`src/design/ptu_pkg.sv`:
```
`default_nettype none

package ptu_pkg;

  localparam int unsigned ByteBits    = 8;
  localparam int unsigned CfgWidth    = 3;
  localparam int unsigned CountWidth  = 3;
  localparam int unsigned WordWidth   = 32;
  localparam int unsigned TrapWidth   = 16;
  localparam int unsigned OutBits     = 2 * WordWidth + TrapWidth;

  localparam logic [ByteBits-1:0]   EscByte     = 8'd255;
  localparam logic [ByteBits-1:0]   SetEndByte  = 8'd254;
  localparam logic [CfgWidth-1:0]   CondLenMin  = 3'd1;
  localparam logic [CfgWidth-1:0]   CondLenMax  = 3'd4;
  localparam logic [CfgWidth-1:0]   CondReset   = 3'd1;

  localparam logic ResultEntry = 1'b0;
  localparam logic ResultEnd   = 1'b1;

  typedef enum logic [6:0] {
    PH_DONE    = 7'b0000001,
    PH_COND    = 7'b0000010,
    PH_DELTA   = 7'b0000100,
    PH_ESC_HI  = 7'b0001000,
    PH_ESC_LO  = 7'b0010000,
    PH_TRAP_HI = 7'b0100000,
    PH_TRAP_LO = 7'b1000000
  } phase_t;

  function automatic logic [CountWidth-1:0] cond_len(input logic [CfgWidth-1:0] cfg);
    logic [CountWidth-1:0] len;
    len = cfg;
    if (cfg == '0) begin
      len = CondLenMin;
    end else if (cfg > CondLenMax) begin
      len = CondLenMax;
    end
    return len;
  endfunction

endpackage

`default_nettype wire

```
`src/design/patch_table_unpacker_top.sv`:
```
`default_nettype none

// Channel  Direction  tdata                                         tuser
// s_*      in         data_byte[7:0]                                table_start
// m_*      out        condition_set, jump_table_offset, trap_word   result_kind
// cfg_*    in         condition_bytes[2:0] (write only)             -
//
// One byte is taken per cycle; the parser state updates in the cycle of acceptance.
// A result appears in the output register on the cycle after its closing byte.
// Input stalls only while a result waits in the output register and is not taken.
// Reset clears the parser to the finished state and sets condition_bytes to one.
module patch_table_unpacker_top (
  input  wire logic                          clk,
  input  wire logic                          rst,
  input  wire logic                          s_tvalid,
  output      logic                          s_tready,
  input  wire logic [7:0]                    s_tdata,   // data_byte
  input  wire logic                          s_tuser,   // table_start
  output      logic                          m_tvalid,
  input  wire logic                          m_tready,
  output      logic [ptu_pkg::OutBits-1:0]   m_tdata,   // condition_set, jump_table_offset, trap_word
  output      logic                          m_tuser,   // result_kind
  input  wire logic                          cfg_we,
  input  wire logic [ptu_pkg::CfgWidth-1:0]  cfg_data
);

  import ptu_pkg::*;

  logic [CfgWidth-1:0]   condition_bytes;
  phase_t                phase, phase_next;
  logic [CountWidth-1:0] cond_count, cond_count_next;
  logic [WordWidth-1:0]  cond_accum, cond_accum_next;
  logic [WordWidth-1:0]  offset_accum, offset_accum_next;
  logic [ByteBits-1:0]   delta_high, delta_high_next;
  logic [ByteBits-1:0]   trap_high, trap_high_next;
  logic                  res_valid;
  logic                  res_kind;
  logic [OutBits-1:0]    res_data;
  logic                  accept;
  logic [CountWidth-1:0] count_inc;
  logic [2*ByteBits-1:0] esc_delta;

  assign s_tready  = !m_tvalid || m_tready;
  assign accept    = s_tvalid && s_tready;
  assign esc_delta = {delta_high, s_tdata};

  always_comb begin
    phase_next        = phase;
    cond_count_next   = cond_count;
    cond_accum_next   = cond_accum;
    offset_accum_next = offset_accum;
    delta_high_next   = delta_high;
    trap_high_next    = trap_high;
    res_valid         = 1'b0;
    res_kind          = ResultEntry;
    res_data          = '0;
    count_inc         = '0;
    if (s_tuser || phase == PH_COND) begin
      count_inc       = (s_tuser ? '0 : cond_count) + 1'b1;
      cond_accum_next = {(s_tuser ? '0 : cond_accum[WordWidth-ByteBits-1:0]), s_tdata};
      cond_count_next = count_inc;
      phase_next      = (count_inc >= cond_len(condition_bytes)) ? PH_DELTA : PH_COND;
      if (s_tuser) begin
        offset_accum_next = '0;
        delta_high_next   = '0;
        trap_high_next    = '0;
      end
    end else begin
      unique case (phase)
        PH_DELTA: begin
          if (s_tdata == EscByte) begin
            phase_next = PH_ESC_HI;
          end else if (s_tdata == SetEndByte) begin
            cond_accum_next = '0;
            cond_count_next = '0;
            phase_next      = PH_COND;
          end else begin
            offset_accum_next = offset_accum + WordWidth'(s_tdata);
            phase_next        = PH_TRAP_HI;
          end
        end
        PH_ESC_HI: begin
          delta_high_next = s_tdata;
          phase_next      = PH_ESC_LO;
        end
        PH_ESC_LO: begin
          if (esc_delta == '0) begin
            phase_next = PH_DONE;
            res_valid  = 1'b1;
            res_kind   = ResultEnd;
          end else begin
            offset_accum_next = offset_accum + WordWidth'(esc_delta);
            phase_next        = PH_TRAP_HI;
          end
        end
        PH_TRAP_HI: begin
          trap_high_next = s_tdata;
          phase_next     = PH_TRAP_LO;
        end
        PH_TRAP_LO: begin
          phase_next = PH_DELTA;
          res_valid  = 1'b1;
          res_data   = {trap_high, s_tdata, offset_accum, cond_accum};
        end
        default: begin
          phase_next = phase;
        end
      endcase
    end
  end

  always_ff @(posedge clk) begin
    if (rst) begin
      condition_bytes <= CondReset;
    end else if (cfg_we) begin
      condition_bytes <= cfg_data;
    end
  end

  always_ff @(posedge clk) begin
    if (rst) begin
      phase        <= PH_DONE;
      cond_count   <= '0;
      cond_accum   <= '0;
      offset_accum <= '0;
      delta_high   <= '0;
      trap_high    <= '0;
    end else if (accept) begin
      phase        <= phase_next;
      cond_count   <= cond_count_next;
      cond_accum   <= cond_accum_next;
      offset_accum <= offset_accum_next;
      delta_high   <= delta_high_next;
      trap_high    <= trap_high_next;
    end
  end

  always_ff @(posedge clk) begin
    if (rst) begin
      m_tvalid <= 1'b0;
    end else if (accept && res_valid) begin
      m_tvalid <= 1'b1;
    end else if (m_tready) begin
      m_tvalid <= 1'b0;
    end
  end

  always_ff @(posedge clk) begin
    if (accept && res_valid) begin
      m_tdata <= res_data;
      m_tuser <= res_kind;
    end
  end

  // The end marker carries an all-zero payload.
  a_end_zero: assert property (@(posedge clk) disable iff (rst)
    (m_tvalid && m_tuser == ResultEnd) |-> (m_tdata == '0))
    else $error("end marker with non-zero payload");

  // An end result always leaves the parser finished.
  a_end_done: assert property (@(posedge clk) disable iff (rst)
    (accept && res_valid && res_kind == ResultEnd) |=> (phase == PH_DONE))
    else $error("parser not finished after end marker");

  // A start byte always clears the running offset.
  a_start_clear: assert property (@(posedge clk) disable iff (rst)
    (accept && s_tuser) |=> (offset_accum == '0))
    else $error("offset not cleared on table start");

  // Ignored bytes leave the parser state untouched.
  a_done_hold: assert property (@(posedge clk) disable iff (rst)
    (accept && !s_tuser && phase == PH_DONE) |=>
      (phase == PH_DONE && $stable(offset_accum) && !(m_tvalid && !$past(m_tvalid))))
    else $error("state changed by an ignored byte");

  // The condition byte count never exceeds the longest condition word.
  a_count_range: assert property (@(posedge clk) disable iff (rst)
    cond_count <= CondLenMax)
    else $error("condition byte count out of range");

endmodule

`default_nettype wire
```
`config.mk`:
```
export PLATFORM = sky130hd
export DESIGN_NAME = patch_table_unpacker_top
export DESIGN_NICKNAME = d
export VERILOG_FILES = /design/src/design/ptu_pkg.sv /design/src/design/patch_table_unpacker_top.sv
export SDC_FILE = /design/constraint.sdc
export NUM_CORES = 1
export LEC_CHECK = 0
export BUFFER_PORTS_ARGS = -buffer_cell sky130_fd_sc_hd__buf_4
export CAP_MARGIN = 20
export CORE_MARGIN = 5
export CORE_UTILIZATION = 58
export CTS_CLUSTER_SIZE = 14
export DETAILED_ROUTE_END_ITERATION = 16
export PLACE_DENSITY = 0.84
export SYNTH_ARGS = -nofsm -noshare
export SYNTH_HDL_FRONTEND = slang
export SYNTH_SLANG_ARGS = --single-unit
```
`constraint.sdc`:
```
create_clock -name clk -period 8 [get_ports clk]
set_input_delay 1.6 -clock clk [delete_from_list [all_inputs] [get_ports clk]]
set_output_delay 1.6 -clock clk [all_outputs]
set_load 0.005 [all_outputs]
```
# After elaboration in Yosys (flattened, before gate mapping)
# Index checks and enable logic that the tools add are counted.
dict set report word_totals {
  out_inout_bits 83
  word_cells 86
  in_bits 17
  regBits 175
}
dict set report op_classes {
  n_lt_le_gt_ge 2
  bitwise 2
  mux 35
  n_addsub 3
  eq_ne 13
  reduce_logical 21
}
# op count
set op_table {}
lappend op_table {{32-bit two-way mux} 9}
lappend op_table {{32-bit one-hot mux with 2 select lines} 1}
lappend op_table {{8-bit two-way mux} 5}
lappend op_table {{7-bit one-hot mux with 5 select lines} 1}
lappend op_table {{32-bit by 16-bit adder with 32-bit output} 1}
lappend op_table {{32-bit by 8-bit adder with 32-bit output} 1}
lappend op_table {{3-bit two-way mux} 9}
lappend op_table {{24-bit two-way mux} 1}
lappend op_table {{6-bit two-way mux} 3}
lappend op_table {{8-bit == test, second input constant} 2}
lappend op_table {{16-bit zero test} 1}
lappend op_table {{2-bit nonzero test} 5}
lappend op_table {{3-bit inequality test, second input constant} 3}
lappend op_table {{7-bit by 2-bit == test with 1-bit output, second input constant} 1}
lappend op_table {{7-bit by 3-bit == test with 1-bit output, second input constant} 1}
lappend op_table {{7-bit by 4-bit == test with 1-bit output, second input constant} 1}
lappend op_table {{7-bit by 5-bit == test with 1-bit output, second input constant} 1}
lappend op_table {{7-bit by 6-bit == test with 1-bit output, second input constant} 1}
lappend op_table {{7-bit == test, second input constant} 1}
lappend op_table {{7-bit two-way mux} 1}
lappend op_table {{3-bit AND reduction} 2}
lappend op_table {{6-bit AND reduction} 1}
lappend op_table {{6-bit nonzero test} 1}
lappend op_table {{1-bit two-way mux} 4}
lappend op_table {{other kinds (14)} 19}

# Longest topological paths before layout
dict set report logic_depth {
  word_depth 7
  ltp_mapped 13
  depth_no_buf 10
}

# Worst setup path after synthesis
# No wires, ideal clock.
dict set report synth_path {
  path_type {in2reg}
  start {in s_tuser}
  end {reg m_tdata[0] (netlist bit), enable pin}
  stages 8
  path_buffers 3
  required_ps 7479
  path_slack_ps 1413
  t_arrival_ps 6067
  setup_time_ps 521
  path_cell_list {clkbuf_1 inv_1 o31a_1 buf_2 and4b_1 clkbuf_1 nor2_1 nor2_1}
}
dict set report synth_via {
  elab_chain_cells 3
}
# item line
set synth_lines {}
lappend synth_lines {{start, declared} patch_table_unpacker_top.sv:18} ;# input wire logic s_tuser,
lappend synth_lines {{1-bit logical OR} patch_table_unpacker_top.sv:58} ;# if (s_tuser || phase == PH_COND) begin
lappend synth_lines {{1-bit two-way mux} patch_table_unpacker_top.sv:58}
lappend synth_lines {{1-bit logical AND} patch_table_unpacker_top.sv:149} ;# if (accept && res_valid) begin
lappend synth_lines {{end signal, assigned} patch_table_unpacker_top.sv:150} ;# m_tdata <= res_data;
lappend synth_lines {{end, declared} patch_table_unpacker_top.sv:21} ;# output logic [ptu_pkg::OutBits-1:0] m_tdata,
# Every way passes these cells.
# A chain may end at the register's enable or synchronous reset.

# Final worst setup path
dict set report layout_path {
  start {in s_tdata[0]}
  end {reg offset_accum[30]}
}
dict set report layout_via {
  elab_chain_cells 5
  elab_cells_between_ends 14
  cone_classes {add/sub: 2; eq/ne: 5; mux: 5; reduce/logical: 2}
}
# item line
set layout_lines {}
lappend layout_lines {{start, declared} patch_table_unpacker_top.sv:17} ;# input wire logic [7:0] s_tdata,
lappend layout_lines {{32-bit by 8-bit adder with 32-bit output} patch_table_unpacker_top.sv:78} ;# offset_accum_next = offset_accum + WordWidth'(s_tdata);
lappend layout_lines {{32-bit two-way mux} patch_table_unpacker_top.sv:73} ;# end else if (s_tdata == SetEndByte) begin
lappend layout_lines {{32-bit two-way mux} patch_table_unpacker_top.sv:71} ;# if (s_tdata == EscByte) begin
lappend layout_lines {{32-bit one-hot mux with 2 select lines} patch_table_unpacker_top.sv:69} ;# unique case (phase)
lappend layout_lines {{32-bit two-way mux} patch_table_unpacker_top.sv:58}
lappend layout_lines {{end signal, assigned} patch_table_unpacker_top.sv:132} ;# offset_accum <= offset_accum_next;
lappend layout_lines {{end, declared} patch_table_unpacker_top.sv:33} ;# logic [WordWidth-1:0] offset_accum, offset_accum_next;
# Several ways; a longest one is shown, not always the timed one. The select of a mux whose other input is x is not followed.

==> impl_metrics.yaml <==
pwr:
  p_total_uw: 1830
  worst_ir_drop_vdd_mv: 0.166
  cellPowerDensity_nw_per_um2: 197
  p_leak_uw: 0.00357
timing:
  setup-tns-final_ns: 0
  final_hold_viol_count: 0
  holdWs_ns: 0.449
  setup_viol: 0
  timing.final.crit_period_ns: 4.03
  slew_viol_final: 0
  slew_headroom: 0.296
  worst_clock_skew_ns: 0.0158
  fin_crit_sh: 0.504
  tightestPinTransition_ns: 1.06
  max_freq_ghz: 0.248
  rsz0062_at_grt: "false"
clock_tree:
  path_clk_slew_ns: 0.07
  root_buffer: "clkbuf_16"
  cts_buffers: 17
  insertion_delay_ns: 0.43
  cts_hold_buf: 0
  cts_setup_buffers: 0
  cts_tree: "yes"
  ctsResizeCount: 0
  clock_path_buffers: 2
  clock-sinks: 175
  cts_max_level: 4
routing:
  drc_errors: 0
  postRouteAntennaNets: 0
  viasPerCell: 5.95
  drt-met1-wl_microns: 7750
  drtIter0Drc: 496
  drt-total-wl_microns: 18100
  wl_met2_microns: 8580
  first_pass_iters: 5
  via_count: 6168
  wl_per_cell_microns: 17.5
  wl_met3_microns: 1310
  highest_layer: "met4"
floorplanning:
  initial_utilization: 0.590
  die_w_microns: 126
  fp.dieH_microns: 126
  core_sq_um: 13200
  rows: 42
  io_pins: 100
  die_area_sq_um: 15900
synth:
  yosysWarnings: 0
  synthArstFlopShare: 0
  syn-cell-area_sq_um: 7820
  syn_area_per_cell_sq_um: 10.2
  netlist_instances: 765
  synth.distinct_cells: 62
  synth_flop_cell: "dfxtp_1"
  synth-seq-area-share: 0.552
  syn_nets: 803
  synth_edf_count: 81
  ys_ff_latch: 175
global_routing:
  grt_overflow_total: 0
  grt_pass1_wl_microns: 29500
  grt_pass1_vias: 5840
  antenna_found_initial: 0
  grt_max_degree: 84
  track_usage: 0.226
min_path:
  min_path_type: "reg2reg"
  hp-start: "cond_accum[26]"
  min_path_cells: 2
placed_design:
  dp_hpwl_microns: 12000
  gp_congestion: 0.863
  io_buffers: 99
setup_path:
  r2r_start: "phase[0]"
  startpoint_type: "input pin"
  cp_max_fo: 11
  crit_type: "in2reg"
  critPathArrivalTime_ns: 4.39
  cp-startpoint: "s_tdata[0]"
  cp_slowest_cell: "a221oi_1"
  crit_chain: "buf_4, ha_1, fa_1, a21o_1, a221oi_1, o41ai_1, nor2_1, o31ai_1, a21oi_1"
  cp_top_family: "compound AO/OA/AOI/OAI gates"
  max_stage_delay_ns: 0.65
  end_kind: "flip-flop"
  reg2regPathDepth: 9
  cp_num_cells: 9
  path_buf_inv: 1
  required_ns: 8.36
flow_run:
  timing.max_cap.violations: 0
layout:
  nNetsFinal: 885
  n_antenna_cell: 0
  area_growth_pct: 18.6
  final_common_cell: "buf_4"
  layout_common_cells: "105 x buf_4, 95 x and2_1, 94 x dfxtp_1, 82 x a21oi_1, 81 x edfxtp_1"
  drive_gt1_frac: 0.179
status:
  status: "completed"
==> tightest hold or removal path: cells and delay by family, from the launching register on <==
family / cells / cell delay (ns)
flops: 1 / 0.31
simple gates: 1 / 0.05
compound gates: 1 / 0.05
==> routing by layer <==
metal / track usage / vias to the layer above
met5: 0 / -
met4: 0.0883 / 0
met3: 0.0461 / 39
met2: 0.361 / 248
met1: 0.304 / 2931
li1: - / 2950
==> state kept, by name (all words and copies together), names as in the netlist <==
name / flops
cond_accum: 32
m_tuser: 1
m_tvalid: 1
condition_bytes: 3
m_tdata: 80
phase: 7
offset_accum: 32
trap_high: 8
delta_high: 8
cond_count: 3
==> final timing paths <==
check / to / slack [ns]
worst min register to register: cond_accum[26] / 0.45
worst min-delay path: cond_accum[26] / 0.45
worst max-delay path: offset_accum[30] / 3.97
worst max register to register: offset_accum[30] / 4.26
==> stage by stage <==
step	area, sq um	cells	setup slack (ns)	utilization
3_3_place_gp	8660	1002	3.58	0.654
6_report	9280	1036	3.97	0.700
3_5_place_dp	8660	1002	3.29	0.654
2_1_floorplan	7820	765	1.41	-
4_1_cts	9230	1034	3.77	0.697
5_1_grt	9280	1036	3.86	0.700
==> report_power, final <==
| part | total [uW] | internal, uW | switching [uW] |
|---|---|---|---|
| clock | 788 | 414 | 374 |
| combinational | 93.8 | 31.7 | 62.0 |
| sequential | 945 | 936 | 8.51 |
| total | 1830 | 1380 | 445 |
==> cell families (layout without fill, tap and decap cells) <==
group | after synthesis | after routing | share of synthesized area
AND/OR/NAND/NOR | 317 | 317 | 0.219
adder cells (fa/ha/maj) | 21 | 21 | 0.0346
buffers and inverters | 56 | 151 | 0.0304
multiplexers | 5 | 5 | 0.00640
flip-flops | 175 | 175 | 0.552
XOR/XNOR | 13 | 13 | 0.0146
AO/OA/AOI/OAI | 178 | 178 | 0.144
==> cells in the mapped netlist (all sizes together) (11+ instances only) <==
cell | n | area share
clkbuf | 27 | 0.013
a21oi | 83 | 0.054
nand2 | 68 | 0.033
o21ai | 23 | 0.015
nand4 | 14 | 0.011
edfxtp | 81 | 0.31
buf | 18 | 0.012
dfxtp | 94 | 0.24
inv | 11 | 0.0053
or4 | 11 | 0.011
ha | 20 | 0.032
o31ai | 11 | 0.011
and2 | 95 | 0.076
nor2 | 33 | 0.017
nand3 | 57 | 0.036
==> area by class of cell <==
cell class                 instances  area, sq um
tap                              176          220
fill                             960         3970
inverter                          11         41.3
clock inverter                    14          139
sequential                       175         4310
clock buffer                      18          429
timing repair buffer             108          856
multi-input combinational        534         3280
No activity file was read; power rests on OpenSTA's default activity.
